### src/rtl/ets_pkg.sv
`default_nettype none
// ----------------------------------------------------------------------------
// ets_pkg
// Shared types and constants for the exhaustive tour search block.
// ----------------------------------------------------------------------------
package ets_pkg;

    localparam int COORD_W        = 10;
    localparam int COST_W         = 22;
    localparam int EDGE_W         = 19;
    localparam int RAD_W          = 2 * EDGE_W;
    localparam int MAX_CITIES_DEF = 8;
    localparam int QUEUE_DEPTH    = 2;

    localparam logic [COST_W-1:0] COST_MAX = '1;

    typedef struct packed {
        logic [COORD_W-1:0] x_coord;
        logic [COORD_W-1:0] y_coord;
        logic               last_city;
    } ets_in_t;

    typedef struct packed {
        logic [COORD_W-1:0] from_x;
        logic [COORD_W-1:0] from_y;
        logic [COORD_W-1:0] to_x;
        logic [COORD_W-1:0] to_y;
        logic [COST_W-1:0]  tour_cost;
        logic               overflow;
        logic               last_segment;
    } ets_out_t;

    typedef struct packed {
        logic valid;
        logic full;
    } ets_q_stat_t;

    typedef struct packed {
        logic pop;
        logic idle;
    } ets_eng_stat_t;

    typedef enum logic [3:0] {
        ST_IDLE,
        ST_RD_A,
        ST_RD_B,
        ST_SQUARE,
        ST_ROOT_GO,
        ST_ROOT_WAIT,
        ST_COST,
        ST_COST_LAST,
        ST_CMP,
        ST_FIND_I,
        ST_FIND_J,
        ST_REVERSE,
        ST_OUT_FROM,
        ST_OUT_TO,
        ST_OUT_EMIT
    } ets_state_t;

endpackage
`default_nettype wire

### src/rtl/ets_queue.sv
`default_nettype none
// ----------------------------------------------------------------------------
// ets_queue
// Short city queue between the input channel and the search engine.
// ----------------------------------------------------------------------------
module ets_queue (
    input  wire                   aclk,
    input  wire                   aresetn,
    input  ets_pkg::ets_in_t      push_data,
    input  wire                   push_valid,
    output logic                  push_ready,
    output ets_pkg::ets_in_t      pop_data,
    input  wire                   pop,
    output ets_pkg::ets_q_stat_t  stat
);
    import ets_pkg::*;

    localparam int PW   = $clog2(QUEUE_DEPTH);
    localparam int CNTW = $clog2(QUEUE_DEPTH + 1);

    ets_in_t         mem_reg [QUEUE_DEPTH];
    logic [PW-1:0]   wr_ptr_reg;
    logic [PW-1:0]   rd_ptr_reg;
    logic [CNTW-1:0] count_reg;
    logic            do_push;
    logic            do_pop;

    assign push_ready = (count_reg != CNTW'(QUEUE_DEPTH));
    assign do_push    = push_valid && push_ready;
    assign do_pop     = pop && (count_reg != '0);
    assign pop_data   = mem_reg[rd_ptr_reg];
    assign stat.valid = (count_reg != '0);
    assign stat.full  = !push_ready;

    always_ff @(posedge aclk) begin
        if (do_push) begin
            mem_reg[wr_ptr_reg] <= push_data;
        end
    end

    always_ff @(posedge aclk) begin
        if (!aresetn) begin
            wr_ptr_reg <= '0;
            rd_ptr_reg <= '0;
            count_reg  <= '0;
        end else begin
            if (do_push) begin
                wr_ptr_reg <= (wr_ptr_reg == PW'(QUEUE_DEPTH - 1)) ? '0 : wr_ptr_reg + 1'b1;
            end
            if (do_pop) begin
                rd_ptr_reg <= (rd_ptr_reg == PW'(QUEUE_DEPTH - 1)) ? '0 : rd_ptr_reg + 1'b1;
            end
            if (do_push && !do_pop) begin
                count_reg <= count_reg + 1'b1;
            end else if (do_pop && !do_push) begin
                count_reg <= count_reg - 1'b1;
            end
        end
    end

endmodule
`default_nettype wire

### src/rtl/ets_isqrt.sv
`default_nettype none
// ----------------------------------------------------------------------------
// ets_isqrt
// Bit-serial integer square root, one result bit per cycle.
// ----------------------------------------------------------------------------
module ets_isqrt (
    input  wire                         aclk,
    input  wire                         aresetn,
    input  wire                         start,
    input  wire  [ets_pkg::RAD_W-1:0]   radicand,
    output logic [ets_pkg::EDGE_W-1:0]  root,
    output logic                        done
);
    import ets_pkg::*;

    localparam int REM_W = EDGE_W + 3;
    localparam int CW    = $clog2(EDGE_W + 1);

    logic [RAD_W-1:0]  rad_reg;
    logic [REM_W-1:0]  rem_reg;
    logic [EDGE_W-1:0] root_reg;
    logic [CW-1:0]     cnt_reg;
    logic              busy_reg;
    logic              done_reg;
    logic [REM_W-1:0]  rem_sh;
    logic [REM_W-1:0]  trial;
    logic              ge;

    assign rem_sh = {rem_reg[REM_W-3:0], rad_reg[RAD_W-1:RAD_W-2]};
    assign trial  = {1'b0, root_reg, 2'b01};
    assign ge     = (rem_sh >= trial);
    assign root   = root_reg;
    assign done   = done_reg;

    always_ff @(posedge aclk) begin
        if (start) begin
            rad_reg  <= radicand;
            rem_reg  <= '0;
            root_reg <= '0;
        end else if (busy_reg) begin
            rad_reg  <= {rad_reg[RAD_W-3:0], 2'b00};
            rem_reg  <= ge ? (rem_sh - trial) : rem_sh;
            root_reg <= {root_reg[EDGE_W-2:0], ge};
        end
    end

    always_ff @(posedge aclk) begin
        if (!aresetn) begin
            busy_reg <= 1'b0;
            done_reg <= 1'b0;
            cnt_reg  <= '0;
        end else begin
            done_reg <= 1'b0;
            if (start) begin
                busy_reg <= 1'b1;
                cnt_reg  <= CW'(EDGE_W - 1);
            end else if (busy_reg) begin
                if (cnt_reg == '0) begin
                    busy_reg <= 1'b0;
                    done_reg <= 1'b1;
                end else begin
                    cnt_reg <= cnt_reg - 1'b1;
                end
            end
        end
    end

endmodule
`default_nettype wire

### src/rtl/ets_engine.sv
`default_nettype none
// ----------------------------------------------------------------------------
// ets_engine
// Stores cities, builds the edge table, walks all tours and emits the best.
// ----------------------------------------------------------------------------
module ets_engine #(
    parameter int MAX_CITIES = ets_pkg::MAX_CITIES_DEF
) (
    input  wire                     aclk,
    input  wire                     aresetn,
    input  ets_pkg::ets_in_t        in_data,
    input  ets_pkg::ets_q_stat_t    q_stat,
    output ets_pkg::ets_eng_stat_t  stat,
    output ets_pkg::ets_out_t       m_data,
    output logic                    m_valid,
    input  wire                     m_ready
);
    import ets_pkg::*;

    localparam int IW = $clog2(MAX_CITIES);
    localparam int CW = $clog2(MAX_CITIES + 1);
    localparam int TD = MAX_CITIES * MAX_CITIES;
    localparam int AW = $clog2(TD);

    ets_state_t state_reg, state_next;

    logic [COORD_W-1:0] city_x_mem [MAX_CITIES];
    logic [COORD_W-1:0] city_y_mem [MAX_CITIES];
    logic [EDGE_W-1:0]  edge_mem   [TD];

    logic [CW-1:0]      count_reg;
    logic               dropped_reg;
    logic [COORD_W-1:0] rd_x_reg, rd_y_reg;
    logic [EDGE_W-1:0]  edge_rd_reg;
    logic [IW-1:0]      a_reg, b_reg;
    logic [COORD_W-1:0] xa_reg, ya_reg;
    logic [2*COORD_W-1:0] sqx_reg, sqy_reg;
    logic [IW-1:0]      cur_reg  [MAX_CITIES];
    logic [IW-1:0]      best_reg [MAX_CITIES];
    logic [COST_W-1:0]  best_cost_reg;
    logic               have_best_reg;
    logic [COST_W-1:0]  sum_reg;
    logic               acc_valid_reg;
    logic [CW-1:0]      k_reg;
    logic [IW-1:0]      i_reg, j_reg, lo_reg, hi_reg;
    logic [COORD_W-1:0] from_x_reg, from_y_reg;
    ets_out_t           out_reg;
    logic               m_valid_reg;

    logic [IW-1:0]      city_rd_addr;
    logic [AW-1:0]      edge_rd_addr;
    logic [AW-1:0]      edge_wr_addr;
    logic               pop;
    logic               sq_start;
    logic               out_load;
    logic [IW-1:0]      k_idx;
    logic [IW-1:0]      k_nxt;
    logic               k_last;
    logic               pair_last;
    logic [COORD_W-1:0] dx, dy;
    logic [RAD_W-1:0]   radicand;
    logic [EDGE_W-1:0]  root;
    logic               sq_done;
    logic [COST_W:0]    sum_wide;

    assign k_idx     = k_reg[IW-1:0];
    assign k_last    = (k_reg == count_reg - 1'b1);
    assign k_nxt     = k_last ? '0 : k_idx + 1'b1;
    assign pair_last = (CW'(a_reg) == count_reg - 1'b1) && (CW'(b_reg) == count_reg - 1'b1);
    assign dx        = (xa_reg > rd_x_reg) ? xa_reg - rd_x_reg : rd_x_reg - xa_reg;
    assign dy        = (ya_reg > rd_y_reg) ? ya_reg - rd_y_reg : rd_y_reg - ya_reg;
    assign radicand  = RAD_W'({({1'b0, sqx_reg} + {1'b0, sqy_reg}), 16'h0000});
    assign edge_wr_addr = AW'(a_reg) * AW'(MAX_CITIES) + AW'(b_reg);
    assign sum_wide  = {1'b0, sum_reg} + (COST_W + 1)'(edge_rd_reg);

    ets_isqrt u_isqrt (
        .aclk     (aclk),
        .aresetn  (aresetn),
        .start    (sq_start),
        .radicand (radicand),
        .root     (root),
        .done     (sq_done)
    );

    always_comb begin
        state_next   = state_reg;
        pop          = 1'b0;
        sq_start     = 1'b0;
        out_load     = 1'b0;
        city_rd_addr = a_reg;
        edge_rd_addr = AW'(cur_reg[k_idx]) * AW'(MAX_CITIES) + AW'(cur_reg[k_nxt]);
        unique case (state_reg)
            ST_IDLE: begin
                if (q_stat.valid) begin
                    pop = 1'b1;
                    if (in_data.last_city) begin
                        state_next = ST_RD_A;
                    end
                end
            end
            ST_RD_A: begin
                state_next = ST_RD_B;
            end
            ST_RD_B: begin
                city_rd_addr = b_reg;
                state_next   = ST_SQUARE;
            end
            ST_SQUARE: begin
                state_next = ST_ROOT_GO;
            end
            ST_ROOT_GO: begin
                sq_start   = 1'b1;
                state_next = ST_ROOT_WAIT;
            end
            ST_ROOT_WAIT: begin
                if (sq_done) begin
                    state_next = pair_last ? ST_COST : ST_RD_A;
                end
            end
            ST_COST: begin
                if (k_last) begin
                    state_next = ST_COST_LAST;
                end
            end
            ST_COST_LAST: begin
                state_next = ST_CMP;
            end
            ST_CMP: begin
                state_next = (count_reg >= CW'(3)) ? ST_FIND_I : ST_OUT_FROM;
            end
            ST_FIND_I: begin
                if (cur_reg[i_reg] >= cur_reg[i_reg + 1'b1]) begin
                    if (i_reg == IW'(1)) begin
                        state_next = ST_OUT_FROM;
                    end
                end else begin
                    state_next = ST_FIND_J;
                end
            end
            ST_FIND_J: begin
                if (cur_reg[j_reg] > cur_reg[i_reg]) begin
                    state_next = ST_REVERSE;
                end
            end
            ST_REVERSE: begin
                if (lo_reg >= hi_reg) begin
                    state_next = ST_COST;
                end
            end
            ST_OUT_FROM: begin
                city_rd_addr = best_reg[k_idx];
                state_next   = ST_OUT_TO;
            end
            ST_OUT_TO: begin
                city_rd_addr = best_reg[k_nxt];
                state_next   = ST_OUT_EMIT;
            end
            ST_OUT_EMIT: begin
                // hold the read address so the end city stays on the read port
                city_rd_addr = best_reg[k_nxt];
                if (!m_valid_reg || m_ready) begin
                    out_load   = 1'b1;
                    state_next = k_last ? ST_IDLE : ST_OUT_FROM;
                end
            end
            default: begin
                state_next = ST_IDLE;
            end
        endcase
    end

    always_ff @(posedge aclk) begin
        if (!aresetn) begin
            state_reg <= ST_IDLE;
        end else begin
            state_reg <= state_next;
        end
    end

    // memories: registered reads
    always_ff @(posedge aclk) begin
        if (pop && (count_reg < CW'(MAX_CITIES))) begin
            city_x_mem[count_reg[IW-1:0]] <= in_data.x_coord;
            city_y_mem[count_reg[IW-1:0]] <= in_data.y_coord;
        end
        rd_x_reg <= city_x_mem[city_rd_addr];
        rd_y_reg <= city_y_mem[city_rd_addr];
    end

    always_ff @(posedge aclk) begin
        if ((state_reg == ST_ROOT_WAIT) && sq_done) begin
            edge_mem[edge_wr_addr] <= root;
        end
        edge_rd_reg <= edge_mem[edge_rd_addr];
    end

    // datapath without reset
    always_ff @(posedge aclk) begin
        if (state_reg == ST_RD_B) begin
            xa_reg <= rd_x_reg;
            ya_reg <= rd_y_reg;
        end
        if (state_reg == ST_SQUARE) begin
            sqx_reg <= dx * dx;
            sqy_reg <= dy * dy;
        end
        if (state_reg == ST_OUT_TO) begin
            from_x_reg <= rd_x_reg;
            from_y_reg <= rd_y_reg;
        end
        if (out_load) begin
            out_reg.from_x       <= from_x_reg;
            out_reg.from_y       <= from_y_reg;
            out_reg.to_x         <= rd_x_reg;
            out_reg.to_y         <= rd_y_reg;
            out_reg.tour_cost    <= best_cost_reg;
            out_reg.overflow     <= dropped_reg;
            out_reg.last_segment <= k_last;
        end
        if (acc_valid_reg) begin
            sum_reg <= sum_wide[COST_W] ? COST_MAX : sum_wide[COST_W-1:0];
        end else if (state_next == ST_COST && state_reg != ST_COST) begin
            sum_reg <= '0;
        end
    end

    always_ff @(posedge aclk) begin
        if (!aresetn) begin
            count_reg     <= '0;
            dropped_reg   <= 1'b0;
            best_cost_reg <= COST_MAX;
            have_best_reg <= 1'b0;
            acc_valid_reg <= 1'b0;
            m_valid_reg   <= 1'b0;
            a_reg         <= '0;
            b_reg         <= '0;
            k_reg         <= '0;
            i_reg         <= '0;
            j_reg         <= '0;
            lo_reg        <= '0;
            hi_reg        <= '0;
            for (int q = 0; q < MAX_CITIES; q++) begin
                cur_reg[q]  <= IW'(q);
                best_reg[q] <= IW'(q);
            end
        end else begin
            acc_valid_reg <= (state_reg == ST_COST);
            if (m_valid_reg && m_ready && !out_load) begin
                m_valid_reg <= 1'b0;
            end else if (out_load) begin
                m_valid_reg <= 1'b1;
            end
            unique case (state_reg)
                ST_IDLE: begin
                    if (pop) begin
                        if (count_reg < CW'(MAX_CITIES)) begin
                            count_reg <= count_reg + 1'b1;
                        end else begin
                            dropped_reg <= 1'b1;
                        end
                        a_reg <= '0;
                        b_reg <= '0;
                    end
                end
                ST_ROOT_WAIT: begin
                    if (sq_done) begin
                        // advance to the next city pair, start tour costing after the last
                        if (CW'(b_reg) == count_reg - 1'b1) begin
                            b_reg <= '0;
                            a_reg <= a_reg + 1'b1;
                        end else begin
                            b_reg <= b_reg + 1'b1;
                        end
                        k_reg <= '0;
                    end
                end
                ST_COST: begin
                    if (!k_last) begin
                        k_reg <= k_reg + 1'b1;
                    end
                end
                ST_CMP: begin
                    if (!have_best_reg || (sum_reg < best_cost_reg)) begin
                        best_cost_reg <= sum_reg;
                        have_best_reg <= 1'b1;
                        for (int q = 0; q < MAX_CITIES; q++) begin
                            best_reg[q] <= cur_reg[q];
                        end
                    end
                    i_reg <= IW'(count_reg - CW'(2));
                    k_reg <= '0;
                end
                ST_FIND_I: begin
                    if (cur_reg[i_reg] >= cur_reg[i_reg + 1'b1]) begin
                        i_reg <= i_reg - 1'b1;
                    end else begin
                        j_reg <= IW'(count_reg - 1'b1);
                    end
                end
                ST_FIND_J: begin
                    if (cur_reg[j_reg] > cur_reg[i_reg]) begin
                        cur_reg[i_reg] <= cur_reg[j_reg];
                        cur_reg[j_reg] <= cur_reg[i_reg];
                        lo_reg         <= i_reg + 1'b1;
                        hi_reg         <= IW'(count_reg - 1'b1);
                    end else begin
                        j_reg <= j_reg - 1'b1;
                    end
                end
                ST_REVERSE: begin
                    if (lo_reg < hi_reg) begin
                        cur_reg[lo_reg] <= cur_reg[hi_reg];
                        cur_reg[hi_reg] <= cur_reg[lo_reg];
                        lo_reg          <= lo_reg + 1'b1;
                        hi_reg          <= hi_reg - 1'b1;
                    end else begin
                        k_reg <= '0;
                    end
                end
                ST_OUT_EMIT: begin
                    if (out_load) begin
                        if (k_last) begin
                            // batch done: return to the empty state
                            count_reg     <= '0;
                            dropped_reg   <= 1'b0;
                            best_cost_reg <= COST_MAX;
                            have_best_reg <= 1'b0;
                            k_reg         <= '0;
                            for (int q = 0; q < MAX_CITIES; q++) begin
                                cur_reg[q]  <= IW'(q);
                                best_reg[q] <= IW'(q);
                            end
                        end else begin
                            k_reg <= k_reg + 1'b1;
                        end
                    end
                end
                default: begin
                end
            endcase
        end
    end

    assign stat.pop  = pop;
    assign stat.idle = (state_reg == ST_IDLE);
    assign m_data    = out_reg;
    assign m_valid   = m_valid_reg;

endmodule
`default_nettype wire

### src/rtl/exhaustive_tour_search_top.sv
`default_nettype none
// Loading: one city per cycle through a two-entry queue while the engine is idle; no result for inner cities.
// Search for n cities: the edge table is built over all n*n city pairs with the square root unit,
// then each tour is costed on the edge memory port and followed by permutation steps;
// emitted segments wait on m_ready. Eight cities: 5040 tours. One batch in work at a time.
// Reset (aresetn, synchronous, low): empty city list, empty queue, no result pending.
// ----------------------------------------------------------------------------
// exhaustive_tour_search_top
// Brute-force shortest closed tour over the loaded cities.
// ----------------------------------------------------------------------------
module exhaustive_tour_search_top #(
    parameter int MAX_CITIES = ets_pkg::MAX_CITIES_DEF
) (
    input  wire                aclk,
    input  wire                aresetn,
    input  wire                s_valid,
    output logic               s_ready,
    input  ets_pkg::ets_in_t   s_data,
    output logic               m_valid,
    input  wire                m_ready,
    output ets_pkg::ets_out_t  m_data
);
    import ets_pkg::*;

    ets_in_t       q_data;
    ets_q_stat_t   q_stat;
    ets_eng_stat_t eng_stat;

    ets_queue u_queue (
        .aclk       (aclk),
        .aresetn    (aresetn),
        .push_data  (s_data),
        .push_valid (s_valid),
        .push_ready (s_ready),
        .pop_data   (q_data),
        .pop        (eng_stat.pop),
        .stat       (q_stat)
    );

    ets_engine #(
        .MAX_CITIES (MAX_CITIES)
    ) u_engine (
        .aclk    (aclk),
        .aresetn (aresetn),
        .in_data (q_data),
        .q_stat  (q_stat),
        .stat    (eng_stat),
        .m_data  (m_data),
        .m_valid (m_valid),
        .m_ready (m_ready)
    );

    a_pop_when_idle : assert property (@(posedge aclk) disable iff (!aresetn)
        eng_stat.pop |-> eng_stat.idle)
        else $error("queue popped while search busy");

    a_pop_needs_item : assert property (@(posedge aclk) disable iff (!aresetn)
        eng_stat.pop |-> q_stat.valid)
        else $error("queue popped while empty");

    a_full_blocks : assert property (@(posedge aclk) disable iff (!aresetn)
        q_stat.full |-> !s_ready)
        else $error("input ready while queue full");

endmodule
`default_nettype wire

### config.mk
export PLATFORM = sky130hd
export DESIGN_NAME = exhaustive_tour_search_top
export DESIGN_NICKNAME = d
export VERILOG_FILES = /design/src/rtl/ets_pkg.sv /design/src/rtl/ets_queue.sv /design/src/rtl/ets_isqrt.sv /design/src/rtl/ets_engine.sv /design/src/rtl/exhaustive_tour_search_top.sv
export SDC_FILE = /design/constraint.sdc
export NUM_CORES = 2
export LEC_CHECK = 0
export BUFFER_PORTS_ARGS = -buffer_cell sky130_fd_sc_hd__buf_2
export CORE_MARGIN = 2
export CORE_UTILIZATION = 63
export DETAILED_ROUTE_END_ITERATION = 8
export GPL_ROUTABILITY_DRIVEN = 0
export MAX_ROUTING_LAYER = met4
export PLACE_DENSITY = 0.83
export SETUP_SLACK_MARGIN = 0.2
export SYNTH_ARGS = -nofsm -noshare
export SYNTH_HDL_FRONTEND = slang
export SYNTH_SLANG_ARGS = --single-unit
### constraint.sdc
create_clock -name aclk -period 10.7 [get_ports aclk]
set_input_delay 2.675 -clock aclk [delete_from_list [all_inputs] [get_ports aclk]]
set_output_delay 2.675 -clock aclk [all_outputs]
set_load 0.02 [all_outputs]
* After elaboration in Yosys (flattened, before gate mapping)
Memory sizes are Yosys's and may differ from the RTL's. A register that Yosys moved wholly into a read port is not among the register bits. Cells that the tools add are included.
Storage, ports and cells: word-level logic and storage cells 349, memories 6, register bits after elaboration 294, bits in writable memories 1466
Memory list:
- u_engine.edge_mem | depth 64, bits a word 19, rd ports 1, clocked after memory_dff 1, wr ports 1, RTL line ets_engine.sv:29 | logic [EDGE_W-1:0] edge_mem [TD];
- u_engine.city_x_mem | depth 8, bits a word 10, rd ports 1, clocked after memory_dff 1, wr ports 1, RTL line ets_engine.sv:27 | logic [COORD_W-1:0] city_x_mem [MAX_CITIES];
- u_engine.city_y_mem | depth 8, bits a word 10, rd ports 1, clocked after memory_dff 1, wr ports 1, RTL line ets_engine.sv:28 | logic [COORD_W-1:0] city_y_mem [MAX_CITIES];
- u_queue.mem_reg | depth 2, bits a word 21, rd ports 1, clocked after memory_dff 1, wr ports 1, RTL line ets_queue.sv:21 | ets_in_t mem_reg [QUEUE_DEPTH];
- u_engine.best_reg | depth 8, bits a word 3, rd ports 2, clocked after memory_dff 1, wr ports 8, RTL line ets_engine.sv:39 | logic [IW-1:0] best_reg [MAX_CITIES];
- u_engine.cur_reg | depth 8, bits a word 3, rd ports 15, clocked after memory_dff 5, wr ports 8, RTL line ets_engine.sv:38 | logic [IW-1:0] cur_reg [MAX_CITIES];
Operators by class: magnitude comparators 10, muxes and demuxes 153, bitwise gates (word level) 27, multipliers 2, add/sub/neg operators 26, reduce and logical (&&, ||, !) cells 49, equality and inequality tests 37
Operators by type and width (count):
- 2-to-1 mux 3 bit | 59
- 2-to-1 mux 22 bit | 6
- 2-to-1 mux 4 bit | 19
- 2-to-1 mux 37 bit | 2
- one-hot mux 4 bit (15 select lines) | 1
- 2-to-1 mux 1 bit | 46
- one-hot mux 22 bit (2 select lines) | 1
- multiplier 10 x 10 -> 20 bit | 2
- subtractor 10 bit | 4
- one-hot mux 3 bit (2 select lines) | 6
- equality test 4 bit, second input constant | 7
- OR 1 bit | 24
- adder 22 x 19 -> 23 bit | 1
- >= comparator 22 x 21 -> 1 bit | 1
- less-than comparator 22 bit | 1
- adder 20 x 20 -> 21 bit | 1
- equality test 4 x 3 -> 1 bit, second input constant | 5
- greater-than comparator 10 bit | 2
- 2-to-1 mux 10 bit | 2
- 2-to-1 mux 20 bit | 1
- one-hot mux 4 bit (5 select lines) | 1
- nonzero test 2 bit | 10
- subtractor 20 bit | 1
- != test 2 x 1 -> 1 bit, second input constant | 9
- other kinds (40) | 92

* Depth between registers and ports, before layout
word-level depth 11, mapped depth 36, gate-level depth less buffers 35

* Modules after synthesis
From an unflattened synthesis, not the netlist that was laid out.
Second synthesis, totals: cells, all modules 6297, area total of the unflattened synthesis 82840.7 um^2
By module, submodules not included:
- ets_engine | instances 1, seq. area each 49767.7 um^2, cells an instance 5714, area each 76005.4 um^2
- ets_isqrt | instances 1, seq. area each 2062.0 um^2, cells an instance 493, area each 5088.6 um^2
- ets_queue | instances 1, seq. area each 1361.3 um^2, cells an instance 90, area each 1746.7 um^2

* Worst setup path after synthesis
OpenSTA, ideal clock, no wires.
path type reg-to-reg, start point register u_engine.xa_reg[4], end point register u_engine.sqx_reg[16], data pin, setup slack 2.348 ns, setup time 0.260 ns, required time 10.440 ns, cell stages (with the launch flop) 33, period minus slack after synthesis 8.352 ns, data arrival time 8.092 ns, cell sequence edfxtp_1 > inv_1 > ha_1 > buf_2 > nand4_1 > or3_1 > o21ai_0 > o21a_1 > buf_2 > mux2_2 > or4_1 > a21oi_1 > o21ai_1 > xnor2_1 > nand2b_1 > fa_1 > fa_1 > inv_1 > fa_1 > fa_1 > inv_1 > fa_1 > inv_1 > ha_1 > nand3_1 > nand2_1 > o21bai_1 > or4_1 > a31oi_1 > nor2b_1 > o21a_1 > or2_2 > xor2_1
On the way: word-level cells in the longest chain between the ends 3, elaborated cells on any way between the ends 5, classes of those cells 2 x add/sub; 1 x mul; 1 x order compare; 1 x mux
Ends and longest elaborated chain:
- start, declared | RTL line ets_engine.sv:36 | logic [COORD_W-1:0] xa_reg, ya_reg;
- start signal, assigned | RTL line ets_engine.sv:200 | xa_reg <= rd_x_reg;
- subtractor 10 bit or greater-than comparator 10 bit (tied branches) | RTL line ets_engine.sv:70 | assign dx = (xa_reg > rd_x_reg) ? xa_reg - rd_x_reg : rd_x_reg - xa_reg;
- 2-to-1 mux 10 bit * | RTL line ets_engine.sv:70
- multiplier 10 x 10 -> 20 bit * | RTL line ets_engine.sv:204 | sqx_reg <= dx * dx;
- end signal, assigned | RTL line ets_engine.sv:204
- end, declared | RTL line ets_engine.sv:37 | logic [2*COORD_W-1:0] sqx_reg, sqy_reg;
Mark *: on every way between the ends. The rest lies on a longest branch, timed or not. A chain may end at the register's enable or synchronous reset.

* Worst setup path in the final report
start point register u_engine.xa_reg[0], end point register u_engine.sqx_reg[16], data pin
The elaborated chain is that of the path after synthesis.

==> metrics.csv <==
metric;value;unit
dpl ws;1.39;ns
routed wire length per instance;25.6;µm
Pre-antenna DRT Iters;6;
CTS tree;done;
Worst Hold Depth;0;
placed cells;7355;
die width;362;µm
Max Cap Viol;0;
Layout area overhead;10.3;%
most frequent cells in the layout;edfxtp_1, mux2i_1, nand2_1, nor2_1, inv_1;
Worst-Skew Late Latency;0.82;ns
slowest stage delay, CP;0.61;ns
commonest non-fill, non-tap cell in the layout;edfxtp_1;
number of flip-flops in the largest register;1216;
PostCTS Resize Cnt;0;
max-slew violations;0;
Post-synth top flop;edfxtp_1;
CP required;11.25;ns
max_slew headroom;19.3;%
final worst slack;1.21;ns
Yosys warning count;0;
nets;6238;
Post-Syn Area;80800;µm²
Vias;50600;
worst-margin pin slew;1.21;ns
Final Hold Slack;0.414;ns
min cycle time layout;9.49;ns
crit path max fanout;12;
Post-Syn Nets;6118;
R2R depth;31;
EDFF count, synth;1639;
final cell count without fillers;7691;
Clock Tree Root;clkbuf_16;
CP endpoint kind;register;
Die Ht;362;µm
CTS clock-pin slew for the worst setup and hold paths;0.07;ns
Row Count;131;
status;finished clean;
Crit-path slowest cell;xnor2_1;
first-pass GRT wire length;298;mm
Sink Count;1813;
most frequent CP cell;fa_1;
worst hold path class;register to register;
Worst Path Arrival;10.04;ns
Avg Vias per Cell;6.58;
ys async rst share;0;%
critical path type;register to register;
Fillers;7808;
htree depth;4;
#FFs+latches synth;1813;
initial antenna violation count;8;
First DRT Iteration DRCs;7101;
CTS Buf Count;175;
critical path startpoint category;register;
Syn Area/Cell;14.1;µm²
post-route ant nets;0;
port bufs;90;
final wirelength;197;mm
vias in the first global route;50200;
final setup fails;0;
setup bufs post-CTS;0;
GRT Residual Overflow;0;
core footprint;127000;µm²
dpl hpwl;118;mm
largest net degree at the start of global routing;140;
proportion of layout cells with a drive suffix above 1;11.9;%
Final period util;88.7;%
gr usage total;30.9;%
Max Freq;0.105;GHz
die area;131000;µm²
Fin Setup TNS;0;ns
final hold vios;0;
count of cell types in the netlist;89;
CTS Buffer Depth;3;
Mapped Cells;5750;
Top Ports;91;
Setup Skew;0.0230;ns
DRC;0;
largest reg by FF count;u_engine.edge_mem;
initial core utilization;63.5;%
# hold bufs at CTS;0;
RSZ-0062 raised after global routing;no;
register area share after synthesis;65.2;%
[kinds of logic (layout without fill, tap and decap cells)]
group / after synthesis / after routing / share of synthesized area [%]
compound gates: 1063 / 1063 / 8.83
xor+xnor: 129 / 129 / 1.44
fa+ha+maj: 343 / 343 / 6.22
buf+inv: 584 / 856 / 3.01
flops: 1813 / 1813 / 65.2
mux: 612 / 612 / 8.41
other cells: 0 / 7 / 0
simple gates: 1206 / 1206 / 6.88
[stage by stage]
stage | area [µm²] | utilization [%]
2_1_floorplan | 80800 | -
3_3_place_gp | 83300 | 65.4
3_5_place_dp | 83300 | 65.4
4_1_cts | 89100 | 70.0
5_1_grt | 89100 | 70.0
6_report | 89100 | 70.0
[synthesized netlist by cell type, types with 52 or more instances]
cell	number	area, µm²
fa_1	98	1960
edfxtp_1	1639	49200
nor3_1	61	305
mux2_2	80	901
nand2b_1	52	325
clkbuf_1	153	574
mux2i_1	486	4860
dfxtp_1	174	3480
nand3_1	114	571
nor2_1	341	1280
a21oi_1	167	836
ha_1	245	3070
o22ai_1	217	1360
xnor2_1	85	744
o21ai_0	168	841
buf_2	68	340
nand2_1	388	1460
inv_1	307	1150
a22oi_1	87	653
[worst paths after layout]
| path | from | end | slack (ns) |
|---|---|---|---|
| worst max register to register | u_engine.xa_reg[0]$_DFFE_PP_ | u_engine.sqx_reg[16]$_DFFE_PN_ | 1.21 |
| worst max-delay path | u_engine.xa_reg[0]$_DFFE_PP_ | u_engine.sqx_reg[16]$_DFFE_PN_ | 1.21 |
| worst min register to register | u_engine.from_x_reg[6]$_DFFE_PP_ | u_engine.m_data[60]$_DFFE_PP_ | 0.41 |
| worst min-delay path | u_engine.from_x_reg[6]$_DFFE_PP_ | u_engine.m_data[60]$_DFFE_PP_ | 0.41 |
[worst max-delay path, delay by kind of cell (launching register included)]
| family | cells | cell delay (ns) |
|---|---|---|
| compound gates | 7 | 1.52 |
| xor+xnor | 2 | 0.76 |
| fa+ha+maj | 7 | 3.53 |
| buf+inv | 4 | 0.21 |
| flops | 1 | 0.37 |
| mux | 1 | 0.39 |
| simple gates | 10 | 2.45 |
[final cells by class]
class                      instances  area, µm²  share of cell area (%)
sequential                      1813      52700                    59.2
multi-input combinational       3353      25900                    29.1
clock buffer                     223       4730                    5.31
tap                             1662       2080                    2.33
timing repair buffer             217       1430                    1.60
inverter                         310       1160                    1.31
clock inverter                   106       1060                    1.19
antenna                            7       17.5                  0.0197
[routing by layer]
| layer | share of wire (%) | track usage (%) | vias up |
|---|---|---|---|
| li1 | - | - | 22000 |
| met1 | 38 | 40.8 | 24900 |
| met2 | 46 | 46.4 | 3097 |
| met3 | 11 | 6.13 | 598 |
| met4 | 5.0 | 14.7 | 0 |
| met5 | 0 | - | - |
Power is left out: the tool's default activity adds up to more than one toggle a clock period on the data nets, which glitch-free logic cannot reach.
